## src/rtl/pcm_credit_pacing_queue_macros.svh

```systemverilog
// Assertion helpers shared by the credit pacing queue modules.
`ifndef PCM_CREDIT_PACING_QUEUE_MACROS_SVH
`define PCM_CREDIT_PACING_QUEUE_MACROS_SVH

// Same-cycle implication, checked outside reset.
`define PCQ_ASSERT_NOW(lbl, clk, rst, ante, cons, msg) \
   lbl: assert property (@(posedge clk) disable iff (rst) (ante) |-> (cons)) \
      else $error(msg);

// Next-cycle implication, checked outside reset.
`define PCQ_ASSERT_NEXT(lbl, clk, rst, ante, cons, msg) \
   lbl: assert property (@(posedge clk) disable iff (rst) (ante) |=> (cons)) \
      else $error(msg);

`endif

```

## src/rtl/pcq_pkg.sv

```systemverilog
package pcq_pkg;

   localparam int RingBeatsDefault  = 32768;
   localparam int QueueDepthDefault = 16;

   localparam int FreeWidth = 15;
   localparam int PtrWidth  = 16;
   localparam int TotWidth  = 32;

   // Register indexes of the configuration channel
   localparam logic CSR_DRAIN_ENABLE = 1'b0;
   localparam logic CSR_NEED_BEATS   = 1'b1;

   typedef enum logic [1:0] {
      KIND_CONSUME = 2'd0,
      KIND_FRAME   = 2'd1,
      KIND_DRAIN   = 2'd2,
      KIND_REBASE  = 2'd3
   } kind_type;

   typedef enum logic [3:0] {
      OP_NONE,
      OP_CONSUME,
      OP_FRAME_NEW,
      OP_RD_LAST,
      OP_FRAME_MERGE,
      OP_DRAIN_START,
      OP_RD_TAIL,
      OP_RETIRE,
      OP_FLUSH,
      OP_REBASE
   } op_type;

   typedef enum logic [2:0] {
      ST_IDLE,
      ST_DISPATCH,
      ST_MERGE,
      ST_CHECK,
      ST_STEP,
      ST_FLUSH,
      ST_RESULT
   } state_type;

   typedef struct packed {
      op_type op;
      logic   load_item;
      logic   load_rsp;
   } cmd_type;

   typedef struct packed {
      kind_type kind;
      logic     q_empty;
      logic     q_full;
      logic     can_retire;
   } status_type;

   typedef struct packed {
      logic [TotWidth-1:0] bytes;
      logic [PtrWidth-1:0] beats;
   } entry_type;

endpackage

```

## src/rtl/pcm_credit_pacing_queue.sv

```systemverilog
// Credit pacing queue for a PCM ring.
// req channel: req_tuser carries the event kind (consume, frame, drain report,
// rebase); req_tdata carries the byte/beat amount and the reader pointer.
// rsp channel: exactly one item per request, giving credit word, ring free
// beats, the decode-permitted flag, write pointer and frame count after the
// event. csr channel: register 0 drain enable, register 1 needed free beats;
// always ready; the user must write it only while the block is idle, and
// the block itself does not enforce this. Consume, rebase and a frame into a
// free slot pass dispatch and result; a frame merged into a full queue adds a
// merge step; a drain report retiring n entries (n at most QUEUE_DEPTH-1) runs
// a check and step pass per entry, then a flush, ending with the queue empty or
// with an undrained entry that stops the retire loop. The loop reads one queue
// entry per pass through the single port of the queue memory. The result sits
// in an output register, and the next item is accepted while it waits. If the
// receiver stalls, the following result holds in the controller until the
// register frees. Reset clears the queue, pointers and totals; the queue memory
// itself is not cleared, as no entry is read before it is written.
module pcm_credit_pacing_queue #(
   parameter int RING_BEATS  = pcq_pkg::RingBeatsDefault,
   parameter int QUEUE_DEPTH = pcq_pkg::QueueDepthDefault
) (
   input  logic        clock,
   input  logic        reset,
   input  logic        req_tvalid,
   output logic        req_tready,
   input  logic [31:0] req_tdata,   // amount[15:0], read_ptr[31:16]
   input  logic [1:0]  req_tuser,   // req_type[1:0]
   output logic        rsp_tvalid,
   input  logic        rsp_tready,
   output logic [55:0] rsp_tdata,   // credit_word[15:0], ring_free[30:16], decode_ok[31],
                                    // write_ptr[47:32], sync_count[55:48]
   input  logic        csr_valid,
   output logic        csr_ready,
   input  logic        csr_index,
   input  logic [14:0] csr_data
);

   pcq_pkg::cmd_type    cmd;
   pcq_pkg::status_type status;

   assign csr_ready = 1'b1;

   pcq_ctrl u_ctrl (
      .clock      (clock),
      .reset      (reset),
      .req_tvalid (req_tvalid),
      .req_tready (req_tready),
      .rsp_tvalid (rsp_tvalid),
      .rsp_tready (rsp_tready),
      .status_i   (status),
      .cmd_o      (cmd)
   );

   pcq_dp #(
      .RING_BEATS  (RING_BEATS),
      .QUEUE_DEPTH (QUEUE_DEPTH)
   ) u_dp (
      .clock     (clock),
      .reset     (reset),
      .req_tuser (req_tuser),
      .req_tdata (req_tdata),
      .rsp_tdata (rsp_tdata),
      .csr_valid (csr_valid & csr_ready),
      .csr_index (csr_index),
      .csr_data  (csr_data),
      .cmd_i     (cmd),
      .status_o  (status)
   );

endmodule

```

## src/rtl/pcq_ctrl.sv

```systemverilog
`include "pcm_credit_pacing_queue_macros.svh"

module pcq_ctrl (
   input  logic               clock,
   input  logic               reset,
   input  logic               req_tvalid,
   output logic               req_tready,
   output logic               rsp_tvalid,
   input  logic               rsp_tready,
   input  pcq_pkg::status_type status_i,
   output pcq_pkg::cmd_type    cmd_o
);

   pcq_pkg::state_type state_ff, state_in;
   logic               rsp_valid_ff, rsp_valid_in;

   always_ff @(posedge clock) begin
      if (reset) begin
         state_ff     <= pcq_pkg::ST_IDLE;
         rsp_valid_ff <= 1'b0;
      end else begin
         state_ff     <= state_in;
         rsp_valid_ff <= rsp_valid_in;
      end
   end

   always_comb begin
      state_in      = state_ff;
      cmd_o.op        = pcq_pkg::OP_NONE;
      cmd_o.load_item = 1'b0;
      cmd_o.load_rsp  = 1'b0;
      req_tready    = 1'b0;
      rsp_valid_in  = rsp_valid_ff && !rsp_tready;
      case (state_ff)
         pcq_pkg::ST_IDLE: begin
            req_tready = 1'b1;
            if (req_tvalid) begin
               cmd_o.load_item = 1'b1;
               state_in        = pcq_pkg::ST_DISPATCH;
            end
         end
         pcq_pkg::ST_DISPATCH: begin
            case (status_i.kind)
               pcq_pkg::KIND_CONSUME: begin
                  cmd_o.op = pcq_pkg::OP_CONSUME;
                  state_in = pcq_pkg::ST_RESULT;
               end
               pcq_pkg::KIND_FRAME: begin
                  // full queue: fetch the newest entry and fold into it
                  if (status_i.q_full) begin
                     cmd_o.op = pcq_pkg::OP_RD_LAST;
                     state_in = pcq_pkg::ST_MERGE;
                  end else begin
                     cmd_o.op = pcq_pkg::OP_FRAME_NEW;
                     state_in = pcq_pkg::ST_RESULT;
                  end
               end
               pcq_pkg::KIND_DRAIN: begin
                  cmd_o.op = pcq_pkg::OP_DRAIN_START;
                  state_in = pcq_pkg::ST_CHECK;
               end
               default: begin
                  cmd_o.op = pcq_pkg::OP_REBASE;
                  state_in = pcq_pkg::ST_RESULT;
               end
            endcase
         end
         pcq_pkg::ST_MERGE: begin
            cmd_o.op = pcq_pkg::OP_FRAME_MERGE;
            state_in = pcq_pkg::ST_RESULT;
         end
         pcq_pkg::ST_CHECK: begin
            if (status_i.q_empty) begin
               state_in = pcq_pkg::ST_FLUSH;
            end else begin
               cmd_o.op = pcq_pkg::OP_RD_TAIL;
               state_in = pcq_pkg::ST_STEP;
            end
         end
         pcq_pkg::ST_STEP: begin
            if (status_i.can_retire) begin
               cmd_o.op = pcq_pkg::OP_RETIRE;
               state_in = pcq_pkg::ST_CHECK;
            end else begin
               state_in = pcq_pkg::ST_FLUSH;
            end
         end
         pcq_pkg::ST_FLUSH: begin
            cmd_o.op = pcq_pkg::OP_FLUSH;
            state_in = pcq_pkg::ST_RESULT;
         end
         pcq_pkg::ST_RESULT: begin
            // hold until the output register is free
            if (!rsp_valid_ff || rsp_tready) begin
               cmd_o.load_rsp = 1'b1;
               rsp_valid_in   = 1'b1;
               state_in       = pcq_pkg::ST_IDLE;
            end
         end
         default: begin
            state_in = pcq_pkg::ST_IDLE;
         end
      endcase
   end

   assign rsp_tvalid = rsp_valid_ff;

   `PCQ_ASSERT_NEXT(a_load_shows, clock, reset, cmd_o.load_rsp, rsp_tvalid,
      "loaded result not presented")
   `PCQ_ASSERT_NOW(a_retire_legal, clock, reset, cmd_o.op == pcq_pkg::OP_RETIRE,
      status_i.can_retire && !status_i.q_empty, "retire issued on empty or undrained entry")
   `PCQ_ASSERT_NOW(a_merge_full, clock, reset, state_ff == pcq_pkg::ST_MERGE,
      status_i.q_full, "merge entered with queue not full")

endmodule

```

## src/rtl/pcq_dp.sv

```systemverilog
`include "pcm_credit_pacing_queue_macros.svh"

module pcq_dp #(
   parameter int RING_BEATS  = pcq_pkg::RingBeatsDefault,
   parameter int QUEUE_DEPTH = pcq_pkg::QueueDepthDefault
) (
   input  logic                clock,
   input  logic                reset,
   input  logic [1:0]          req_tuser,
   input  logic [31:0]         req_tdata,
   output logic [55:0]         rsp_tdata,
   input  logic                csr_valid,
   input  logic                csr_index,
   input  logic [14:0]         csr_data,
   input  pcq_pkg::cmd_type    cmd_i,
   output pcq_pkg::status_type status_o
);

   localparam int QW = $clog2(QUEUE_DEPTH);
   localparam int PW = pcq_pkg::PtrWidth;
   localparam int TW = pcq_pkg::TotWidth;

   pcq_pkg::kind_type  kind_ff;
   logic [PW-1:0]      amount_ff;
   logic [PW-1:0]      ptr_ff;

   logic [PW-1:0] wr_ptr_ff,  wr_ptr_in;
   logic [PW-1:0] rd_ptr_ff,  rd_ptr_in;   // doubles as the last reported pointer
   logic [TW-1:0] drained_ff, drained_in;
   logic [TW-1:0] pending_ff, pending_in;
   logic [TW-1:0] credit_ff,  credit_in;
   logic [QW-1:0] head_ff,    head_in;
   logic [QW-1:0] tail_ff,    tail_in;
   logic [7:0]    sync_ff,    sync_in;

   logic          drain_en_ff;
   logic [14:0]   need_ff;

   pcq_pkg::entry_type queue_mem [QUEUE_DEPTH];
   pcq_pkg::entry_type rd_entry_ff;
   pcq_pkg::entry_type wr_entry;
   logic               mem_we;
   logic               mem_re;
   logic [QW-1:0]      mem_addr;

   logic [55:0]   rsp_data_ff;

   logic [QW-1:0] head_next;
   logic [QW-1:0] head_prev;
   logic [QW-1:0] tail_next;
   logic [PW-1:0] used;
   logic [PW:0]   free_wide;
   logic [14:0]   ring_free;
   logic          decode_ok;

   function automatic logic [QW-1:0] wrap_inc(input logic [QW-1:0] idx);
      logic [QW-1:0] res;
      if (idx == QW'(QUEUE_DEPTH - 1)) res = '0;
      else                             res = idx + QW'(1);
      return res;
   endfunction

   assign head_next = wrap_inc(head_ff);
   assign tail_next = wrap_inc(tail_ff);
   assign head_prev = (head_ff == '0) ? QW'(QUEUE_DEPTH - 1) : head_ff - QW'(1);

   assign status_o.kind       = kind_ff;
   assign status_o.q_empty    = (head_ff == tail_ff);
   assign status_o.q_full     = (head_next == tail_ff);
   assign status_o.can_retire = (drained_ff >= {{(TW-PW){1'b0}}, rd_entry_ff.beats});

   // Item capture
   always_ff @(posedge clock) begin
      if (cmd_i.load_item) begin
         kind_ff   <= pcq_pkg::kind_type'(req_tuser);
         amount_ff <= req_tdata[15:0];
         ptr_ff    <= req_tdata[31:16];
      end
   end

   // Configuration registers
   always_ff @(posedge clock) begin
      if (reset) begin
         drain_en_ff <= 1'b0;
         need_ff     <= '0;
      end else if (csr_valid) begin
         case (csr_index)
            pcq_pkg::CSR_DRAIN_ENABLE: drain_en_ff <= csr_data[0];
            pcq_pkg::CSR_NEED_BEATS:   need_ff     <= csr_data;
            default: ;
         endcase
      end
   end

   always_comb begin
      wr_ptr_in  = wr_ptr_ff;
      rd_ptr_in  = rd_ptr_ff;
      drained_in = drained_ff;
      pending_in = pending_ff;
      credit_in  = credit_ff;
      head_in    = head_ff;
      tail_in    = tail_ff;
      sync_in    = sync_ff;
      mem_we     = 1'b0;
      mem_re     = 1'b0;
      mem_addr   = tail_ff;
      wr_entry.bytes = pending_ff;
      wr_entry.beats = amount_ff;
      case (cmd_i.op)
         pcq_pkg::OP_CONSUME: begin
            pending_in = pending_ff + {{(TW-PW){1'b0}}, amount_ff};
         end
         pcq_pkg::OP_FRAME_NEW: begin
            mem_we     = 1'b1;
            mem_addr   = head_ff;
            head_in    = head_next;
            wr_ptr_in  = wr_ptr_ff + amount_ff;
            pending_in = '0;
            sync_in    = sync_ff + 8'd1;
         end
         pcq_pkg::OP_RD_LAST: begin
            mem_re   = 1'b1;
            mem_addr = head_prev;
         end
         pcq_pkg::OP_FRAME_MERGE: begin
            mem_we         = 1'b1;
            mem_addr       = head_prev;
            wr_entry.bytes = rd_entry_ff.bytes + pending_ff;
            wr_entry.beats = rd_entry_ff.beats + amount_ff;
            wr_ptr_in      = wr_ptr_ff + amount_ff;
            pending_in     = '0;
            sync_in        = sync_ff + 8'd1;
         end
         pcq_pkg::OP_DRAIN_START: begin
            rd_ptr_in  = ptr_ff;
            drained_in = drained_ff + {{(TW-PW){1'b0}}, PW'(ptr_ff - rd_ptr_ff)};
         end
         pcq_pkg::OP_RD_TAIL: begin
            mem_re = 1'b1;
         end
         pcq_pkg::OP_RETIRE: begin
            drained_in = drained_ff - {{(TW-PW){1'b0}}, rd_entry_ff.beats};
            credit_in  = credit_ff + rd_entry_ff.bytes;
            tail_in    = tail_next;
         end
         pcq_pkg::OP_FLUSH: begin
            // empty queue: release leftover bytes straight away
            if (head_ff == tail_ff && pending_ff != '0) begin
               credit_in  = credit_ff + pending_ff;
               pending_in = '0;
               drained_in = '0;
            end
         end
         pcq_pkg::OP_REBASE: begin
            rd_ptr_in  = ptr_ff;
            head_in    = '0;
            tail_in    = '0;
            pending_in = '0;
            drained_in = '0;
            credit_in  = '0;
         end
         default: ;
      endcase
   end

   always_ff @(posedge clock) begin
      if (reset) begin
         wr_ptr_ff  <= '0;
         rd_ptr_ff  <= '0;
         drained_ff <= '0;
         pending_ff <= '0;
         credit_ff  <= '0;
         head_ff    <= '0;
         tail_ff    <= '0;
         sync_ff    <= '0;
      end else begin
         wr_ptr_ff  <= wr_ptr_in;
         rd_ptr_ff  <= rd_ptr_in;
         drained_ff <= drained_in;
         pending_ff <= pending_in;
         credit_ff  <= credit_in;
         head_ff    <= head_in;
         tail_ff    <= tail_in;
         sync_ff    <= sync_in;
      end
   end

   // Queue storage, one port, registered read
   always_ff @(posedge clock) begin
      if (mem_we) queue_mem[mem_addr] <= wr_entry;
      if (mem_re) rd_entry_ff <= queue_mem[mem_addr];
   end

   assign used      = wr_ptr_ff - rd_ptr_ff;
   assign free_wide = (PW+1)'(RING_BEATS) - (PW+1)'(1) - {1'b0, used};
   assign ring_free = ({1'b0, used} >= (PW+1)'(RING_BEATS)) ? '0 : free_wide[14:0];
   assign decode_ok = drain_en_ff && (ring_free >= need_ff);

   always_ff @(posedge clock) begin
      if (cmd_i.load_rsp) begin
         rsp_data_ff <= {sync_ff, wr_ptr_ff, decode_ok, ring_free, credit_ff[15:0]};
      end
   end

   assign rsp_tdata = rsp_data_ff;

   `PCQ_ASSERT_NEXT(a_retire_moves_tail, clock, reset, cmd_i.op == pcq_pkg::OP_RETIRE,
      tail_ff != $past(tail_ff), "retire did not advance the tail")
   `PCQ_ASSERT_NEXT(a_frame_counts, clock, reset,
      cmd_i.op == pcq_pkg::OP_FRAME_NEW || cmd_i.op == pcq_pkg::OP_FRAME_MERGE,
      sync_ff == 8'($past(sync_ff) + 8'd1) && pending_ff == '0,
      "frame did not count or clear pending bytes")
   `PCQ_ASSERT_NEXT(a_rebase_clears, clock, reset, cmd_i.op == pcq_pkg::OP_REBASE,
      head_ff == tail_ff && credit_ff == '0, "rebase left queue or credit")

endmodule
```

## config.mk

```make
export PLATFORM = sky130hd
export DESIGN_NAME = pcm_credit_pacing_queue
export DESIGN_NICKNAME = d
export VERILOG_FILES = /design/src/rtl/pcq_pkg.sv /design/src/rtl/pcm_credit_pacing_queue.sv /design/src/rtl/pcq_ctrl.sv /design/src/rtl/pcq_dp.sv
export VERILOG_INCLUDE_DIRS = /design/src /design/src/rtl
export SDC_FILE = /design/constraint.sdc
export NUM_CORES = 1
export LEC_CHECK = 0
export ABC_CLOCK_PERIOD_IN_PS = 8550
export BUFFER_PORTS_ARGS = -buffer_cell sky130_fd_sc_hd__buf_4
export CORE_MARGIN = 5
export CORE_UTILIZATION = 51
export CTS_CLUSTER_SIZE = 12
export DETAILED_ROUTE_END_ITERATION = 10
export PLACE_DENSITY = 0.76
export SLEW_MARGIN = 10
export SYNTH_ARGS = -nofsm -noshare
export SYNTH_HDL_FRONTEND = slang
export SYNTH_HIERARCHICAL = 1
export SYNTH_SLANG_ARGS = --single-unit
```

## constraint.sdc

```tcl
create_clock -name clock -period 8.55 [get_ports clock]
set_input_delay 1.71 -clock clock [delete_from_list [all_inputs] [get_ports clock]]
set_output_delay 1.71 -clock clock [all_outputs]
set_load 0.1 [all_outputs]
```

==> impl_metrics.py, run 1 <==
metrics = {
    "sta": {
        "finalHoldViolCount": 0,
        "setup_violations": 0,
        "min_period_over_period_pct": 82.4,
        "whs_ns": 0.454,
        "tns_ns": 0,
        "slew_violations": 0,
        "max_freq_mhz": 142,
        "tightest_slew_ns": 1.27,
        "maxSlewHeadroom_pct": 14.5,
        "rsz0062_at_grt": "no",
        "finalClockSkew_ns": 0.0237,
        "finalCriticalPeriod_ns": 7.04,
    },
    "logic_synthesis": {
        "synth_cells": 3456,
        "syn_avg_cell_area_um2": 11.1,
        "synth_warnings": 6,
        "async_reset_ff_share_pct": 0,
        "synth_edf_count": 634,
        "syn_nets": 3678,
        "synth_seq_cells": 782,
        "yosys_most_used_dff": "edfxtp_1",
        "syn_area_um2": 38300,
        "yosysSeqAreaShare_pct": 57.4,
        "synthDistinctLibCells": 82,
    },
    "layout": {
        "final_core_utilization_pct": 57.5,
        "nets": 3765,
        "nFillCells": 5940,
        "fin_area_um2": 42800,
        "synthToLayoutAreaGrowth_pct": 11.8,
        "multi_input_comb_area_um2": 15300,
        "fin_cells": 4564,
        "seq_area_um2": 22000,
        "antennaDiodeCount": 0,
        "drive_gt1_share_pct": 10.1,
    },
    "grt": {
        "antenna_found_initial": 1,
        "track_usage_pct": 23.3,
        "overflow": 0,
        "grt_max_degree": 203,
        "grt_pass1_vias": 26700,
        "grt_pass1_wl_mm": 151,
    },
    "route": {
        "dr.pass1.iters": 6,
        "wire_per_inst_um": 21.3,
        "drtAntennaViolNets": 0,
        "via_per_inst": 6.12,
        "drt-initial-drc-count": 2817,
        "dr_total_vias": 28000,
        "drc": 0,
        "wirelength_mm": 97.2,
    },
    "floorplan": {
        "num_io_pins": 114,
        "core_area_um2": 74400,
        "rows": 100,
        "dieArea_um2": 80700,
        "start_util_pct": 51.4,
        "die_y_um": 284,
        "chipWidth_um": 284,
    },
    "worst_setup_path": {
        "reg2reg_slack_ns": 1.51,
        "cp_max_fo": 12,
        "slowest_stage": "nor3_2",
        "critical_path_class": "register to register",
        "crit_path_frequent_cell": "inv_1",
        "critPathLaunchType": "register",
        "max_stage_delay_ns": 0.52,
        "required_ns": 9.05,
        "endpoint_kind": "register",
        "worstPathArrival_ns": 7.55,
    },
    "worst_hold_path": {
        "hp-class": "register to register",
    },
    "cts": {
        "clockRootBuffer": "clkbuf_16",
        "cts_tree": "done",
        "post_cts_buffers": 0,
        "cts_resized": 0,
        "cts.reportedPaths.clkPinSlew_ns": 0.06,
        "numClockSinks": 782,
        "clockBufferDepth": 3,
        "clkLatencyLatePin_ns": 0.64,
        "hold_buffers": 0,
        "htree_levels": 3,
        "cts_buffers": 83,
    },
    "placed_design": {
        "dp.cells": 4427,
        "dp_hpwl_mm": 60.6,
        "portBuffers": 112,
        "place_area_um2": 40300,
        "place_congestion": 0.916,
    },
    "pwr": {
        "irDropWorstVdd_uv": 496,
        "power.density_nw_per_um2": 423,
        "p_leak_nw": 15.2,
    },
    "status": {
        "run_status": "finished, final reports clean",
    },
    "flow_run": {
        "cap_violations": 0,
    },
}
==> logic make-up (layout without fill, tap and decap cells) <==
group / count (synthesis) / after routing / share of synthesized area [%]
fa+ha+maj: 167 / 167 / 5.63
flops: 782 / 782 / 57.4
simple gates: 1138 / 1138 / 14.1
mux: 23 / 23 / 0.653
buf+inv: 296 / 435 / 3.25
other cells: 1 / 1 / 0.00979
xor+xnor: 115 / 115 / 2.63
compound gates: 934 / 934 / 16.3
==> synthesized netlist by cell type (10+ instances only) <==
cell | instances | area [um^2]
o21a_1 | 30 | 225
a22oi_1 | 23 | 173
nand2_1 | 462 | 1730
and3_1 | 17 | 106
nor3_1 | 70 | 350
nand4_1 | 19 | 119
buf_4 | 14 | 105
a221oi_1 | 10 | 87.6
a21oi_1 | 237 | 1190
ha_1 | 158 | 1980
nand2b_1 | 22 | 138
xnor2_1 | 78 | 683
or2_2 | 10 | 62.6
clkbuf_1 | 134 | 503
inv_1 | 106 | 398
dfxtp_1 | 148 | 2960
edfxtp_1 | 634 | 19000
and4_1 | 10 | 87.6
nand3_1 | 68 | 340
mux2_2 | 16 | 180
xor2_1 | 37 | 324
nor2b_1 | 26 | 163
or4_1 | 10 | 75.1
a21o_1 | 36 | 270
a31oi_1 | 90 | 563
buf_2 | 17 | 85.1
nor2_1 | 201 | 754
a211oi_1 | 210 | 1580
buf_1 | 15 | 56.3
o21ai_0 | 113 | 566
or3_1 | 32 | 200
o31ai_1 | 14 | 105
and2_1 | 142 | 888
a311oi_1 | 70 | 613
nor4_1 | 18 | 113
==> stage by stage <==
stage	power (mW)	worst slack [ns]
after floorplan	12.1	1.18
after global placement	14.4	1.76
after detailed placement	14.6	1.61
after CTS	18.0	1.52
after global routing	19.3	0.921
final	18.1	1.51
==> state kept, by name, indices dropped and copies added (netlist names), 16 cells and up <==
signal            count
u_dp/rd_entry_ff     32
u_dp/rsp_tdata       56
u_dp/credit_ff       16
u_dp/rd_ptr_ff       16
u_dp/queue_mem      512
u_dp/wr_ptr_ff       16
u_dp/drained_ff      32
u_dp/ptr_ff          16
u_dp/pending_ff      32
u_dp/amount_ff       16
==> final timing paths <==
path,startpoint,end,cells past startpoint
max,u_dp/drained_ff[0],u_dp/credit_ff[14],31
min,u_dp/sync_ff[7],u_dp/rsp_tdata[55],0
max reg2reg,u_dp/drained_ff[0],u_dp/credit_ff[14],31
min reg2reg,u_dp/sync_ff[7],u_dp/rsp_tdata[55],0
==> critical path, delay by kind of cell (launching register included) <==
family	cells	cell delay [ns]
simple gates	7	1.61
compound gates	12	2.64
flops	1	0.32
fa+ha+maj	4	0.96
mux	1	0.36
xor+xnor	1	0.14
buf+inv	6	0.88
==> cell usage in the layout (no fill, tap or decap), drive strengths merged, types with 16 or more instances in the layout <==
master | synthesis | layout
and2 | 142 | 142
nor2 | 201 | 201
a211oi | 210 | 210
nand2b | 22 | 22
nor3 | 72 | 72
inv | 107 | 109
mux2 | 16 | 16
nor2b | 26 | 26
dfxtp | 148 | 148
nor4 | 18 | 18
and3 | 17 | 17
a21oi | 237 | 237
clkbuf | 134 | 105
or3 | 32 | 32
a311oi | 70 | 70
xnor2 | 78 | 78
buf | 54 | 190
a22oi | 23 | 23
a21o | 36 | 36
edfxtp | 634 | 634
a31oi | 90 | 90
xor2 | 37 | 37
clkinv | 1 | 27
o21a | 30 | 30
nand3 | 68 | 68
nand2 | 462 | 462
nand4 | 19 | 19
o21ai | 119 | 119
ha | 158 | 158
==> area by class of cell <==
class,instances,share of cell area (%)
sequential,782,51.4
multi-input combinational,2378,35.6
clock buffer,105,5.11
timing repair buffer,190,3.39
tap,969,2.83
inverter,108,0.947
clock inverter,32,0.713
==> where the power goes <==
group	internal (mW)	switching [mW]	total, mW
Clock	1.88	1.46	3.34
Combinational	3.06	5.99	9.05
Sequential	5.35	0.363	5.71
==> routing by layer <==
| layer | vias up | global-route usage [%] | wire, um |
|---|---|---|---|
| met5 | - | 0 | 0 |
| met4 | 0 | 9.17 | 3610 |
| met3 | 225 | 3.57 | 7590 |
| met2 | 1187 | 37.8 | 45400 |
| met1 | 13400 | 32.0 | 40600 |
| li1 | 13200 | - | - |
(Power assumes the default switching activity.)
==> inputs of run 2 (changes only) <==
ABC_CLOCK_PERIOD_IN_PS = 6500   (was 8550)
clock period = 6.5 ns   (was 8.55 ns; I/O delays follow)
==> run 2 against run 1 <==
Compared with the run above:
- fmax rose by 18%
- critical path depth fell by 7
- largest power group unchanged
- non-clock buffer count rose by 28
==> impl_metrics.py, run 2 (same netlist as run 1, synthesis figures left out) <==
metrics = {
    "grt": {
        "grt_max_degree": 116,
        "grt_pass1_wl_mm": 149,
        "track_usage_pct": 22.9,
        "antenna_found_initial": 0,
        "grt_pass1_vias": 26500,
        "overflow": 0,
    },
    "cts": {
        "numClockSinks": 782,
        "hold_buffers": 0,
        "htree_levels": 3,
        "cts_tree": "done",
        "cts_buffers": 83,
        "clockBufferDepth": 3,
        "clkLatencyLatePin_ns": 0.65,
        "clockRootBuffer": "clkbuf_16",
        "cts.reportedPaths.clkPinSlew_ns": 0.06,
    },
    "worst_setup_path": {
        "critical_path_class": "register to register",
        "critPathLaunchType": "register",
        "worstPathArrival_ns": 6.32,
        "required_ns": 6.85,
        "rr_startpoint": "u_dp/rd_entry_ff[0]",
        "crit_start": "u_dp/rd_entry_ff[0]",
        "endpoint_kind": "register",
        "cp_max_fo": 99,
    },
    "route": {
        "via_per_inst": 6.07,
        "drc": 0,
        "wire_per_inst_um": 20.8,
        "dr.pass1.iters": 5,
        "dr_total_vias": 27900,
        "drt-initial-drc-count": 2572,
        "wirelength_mm": 95.6,
        "drtAntennaViolNets": 0,
    },
    "sta": {
        "tightest_slew_ns": 1.19,
        "rsz0062_at_grt": "no",
        "tns_ns": 0,
        "setup_ws_ns": 0.524,
        "setup_violations": 0,
        "finalCriticalPeriod_ns": 5.98,
        "slew_violations": 0,
        "maxSlewHeadroom_pct": 20.2,
        "max_freq_mhz": 167,
        "finalHoldViolCount": 0,
        "min_period_over_period_pct": 91.9,
        "finalClockSkew_ns": 0.0468,
    },
    "layout": {
        "fin_cells": 4589,
        "drive_gt1_share_pct": 11.1,
        "multi_input_comb_area_um2": 15300,
        "seq_area_um2": 22000,
        "synthToLayoutAreaGrowth_pct": 13.2,
        "final_core_utilization_pct": 58.2,
        "nets": 3793,
        "nFillCells": 5867,
        "fin_area_um2": 43300,
        "largest_reg_flops": 512,
        "final_common_cell": "edfxtp_1",
        "final_cell_mix": "edfxtp_1, nand2_1, a21oi_1",
        "antennaDiodeCount": 0,
        "top_register": "u_dp/queue_mem",
    },
    "floorplan": {
        "start_util_pct": 51.4,
        "chipWidth_um": 284,
        "die_y_um": 284,
        "num_io_pins": 114,
        "rows": 100,
        "dieArea_um2": 80700,
        "core_area_um2": 74400,
    },
    "worst_hold_path": {
        "hp-class": "register to register",
        "hp-start": "u_dp/rd_ptr_ff[7]",
    },
    "placed_design": {
        "dp.cells": 4454,
        "place_congestion": 0.896,
        "place_ws_ns": -0.0848,
        "dp_hpwl_mm": 62.0,
        "portBuffers": 112,
        "place_area_um2": 40700,
    },
    "status": {
        "run_status": "finished, final reports clean",
    },
    "pwr": {
        "irDropWorstVdd_uv": 535,
        "power.density_nw_per_um2": 557,
        "p_leak_nw": 15.5,
    },
    "flow_run": {
        "cap_violations": 0,
    },
}
-- run 2: final cells by class --
| cell class | count | share of cell area (%) |
|---|---|---|
| Clock inverter | 30 | 0.892 |
| Tap cell | 969 | 2.80 |
| Multi-Input combinational cell | 2378 | 35.3 |
| Inverter | 108 | 0.935 |
| Sequential cell | 782 | 50.8 |
| Timing Repair Buffer | 218 | 4.18 |
| Clock buffer | 104 | 5.11 |
-- run 2: metal layers --
layer  vias to the layer above  share of wire, %  track usage (%)
li1                      13200                 -                -
met2                      1050                48             38.5
met5                         -                 0                0
met1                     13400                42             31.1
met3                       159               6.9             3.24
met4                         0               2.7             7.09
-- run 2: per-stage QoR --
step	total power, mW	hold slack [ns]
6_report	24.2	0.456
5_1_grt	25.7	0.465
4_1_cts	24.1	0.455
3_5_place_dp	19.4	0.447
3_3_place_gp	19.2	0.441
2_1_floorplan	16.0	0.422
-- run 2: path summary, 6_finish.rpt --
kind                         endpoint  slack (ns)  cells past startpoint
setup / recovery  u_dp/rd_entry_ff[3]        0.52                     24
hold / removal      u_dp/rd_ptr_ff[7]        0.46                      2
setup reg to reg  u_dp/rd_entry_ff[3]        0.52                     24
hold reg to reg     u_dp/rd_ptr_ff[7]        0.46                      2
-- run 2: worst max-delay path: stages (launching register included) --
cell	delay, ns
edfxtp_1	0.40
ha_1	0.21
inv_1	0.07
fa_1	0.21
a21o_1	0.15
a21oi_2	0.08
o31ai_1	0.50
o211a_1	0.26
a21o_1	0.14
nor2_2	0.06
nand3_1	0.13
inv_1	0.08
nor2_1	0.09
a21oi_1	0.07
o21ai_0	0.41
buf_4	0.25
nor3b_2	0.29
o21ba_1	0.28
nor4b_1	0.27
o32a_2	0.34
buf_12	0.40
a211oi_1	0.10
a311oi_1	0.29
a21oi_1	0.09
a21oi_1	0.45
-- run 2: power breakdown --
part	total [mW]	switching [mW]	internal, mW
combinational	12.1	7.82	4.25
sequential	7.52	0.485	7.04
clock	4.57	1.95	2.62
total	24.2	10.2	13.9
-- run 2: what timing repair did --
action | 4_1_cts | 5_1_grt
pin swaps | 0 | 3
setup buffers | 0 | 1
gates resized for setup | 1 | 9
endpoints found under the setup margin | 2 | 7
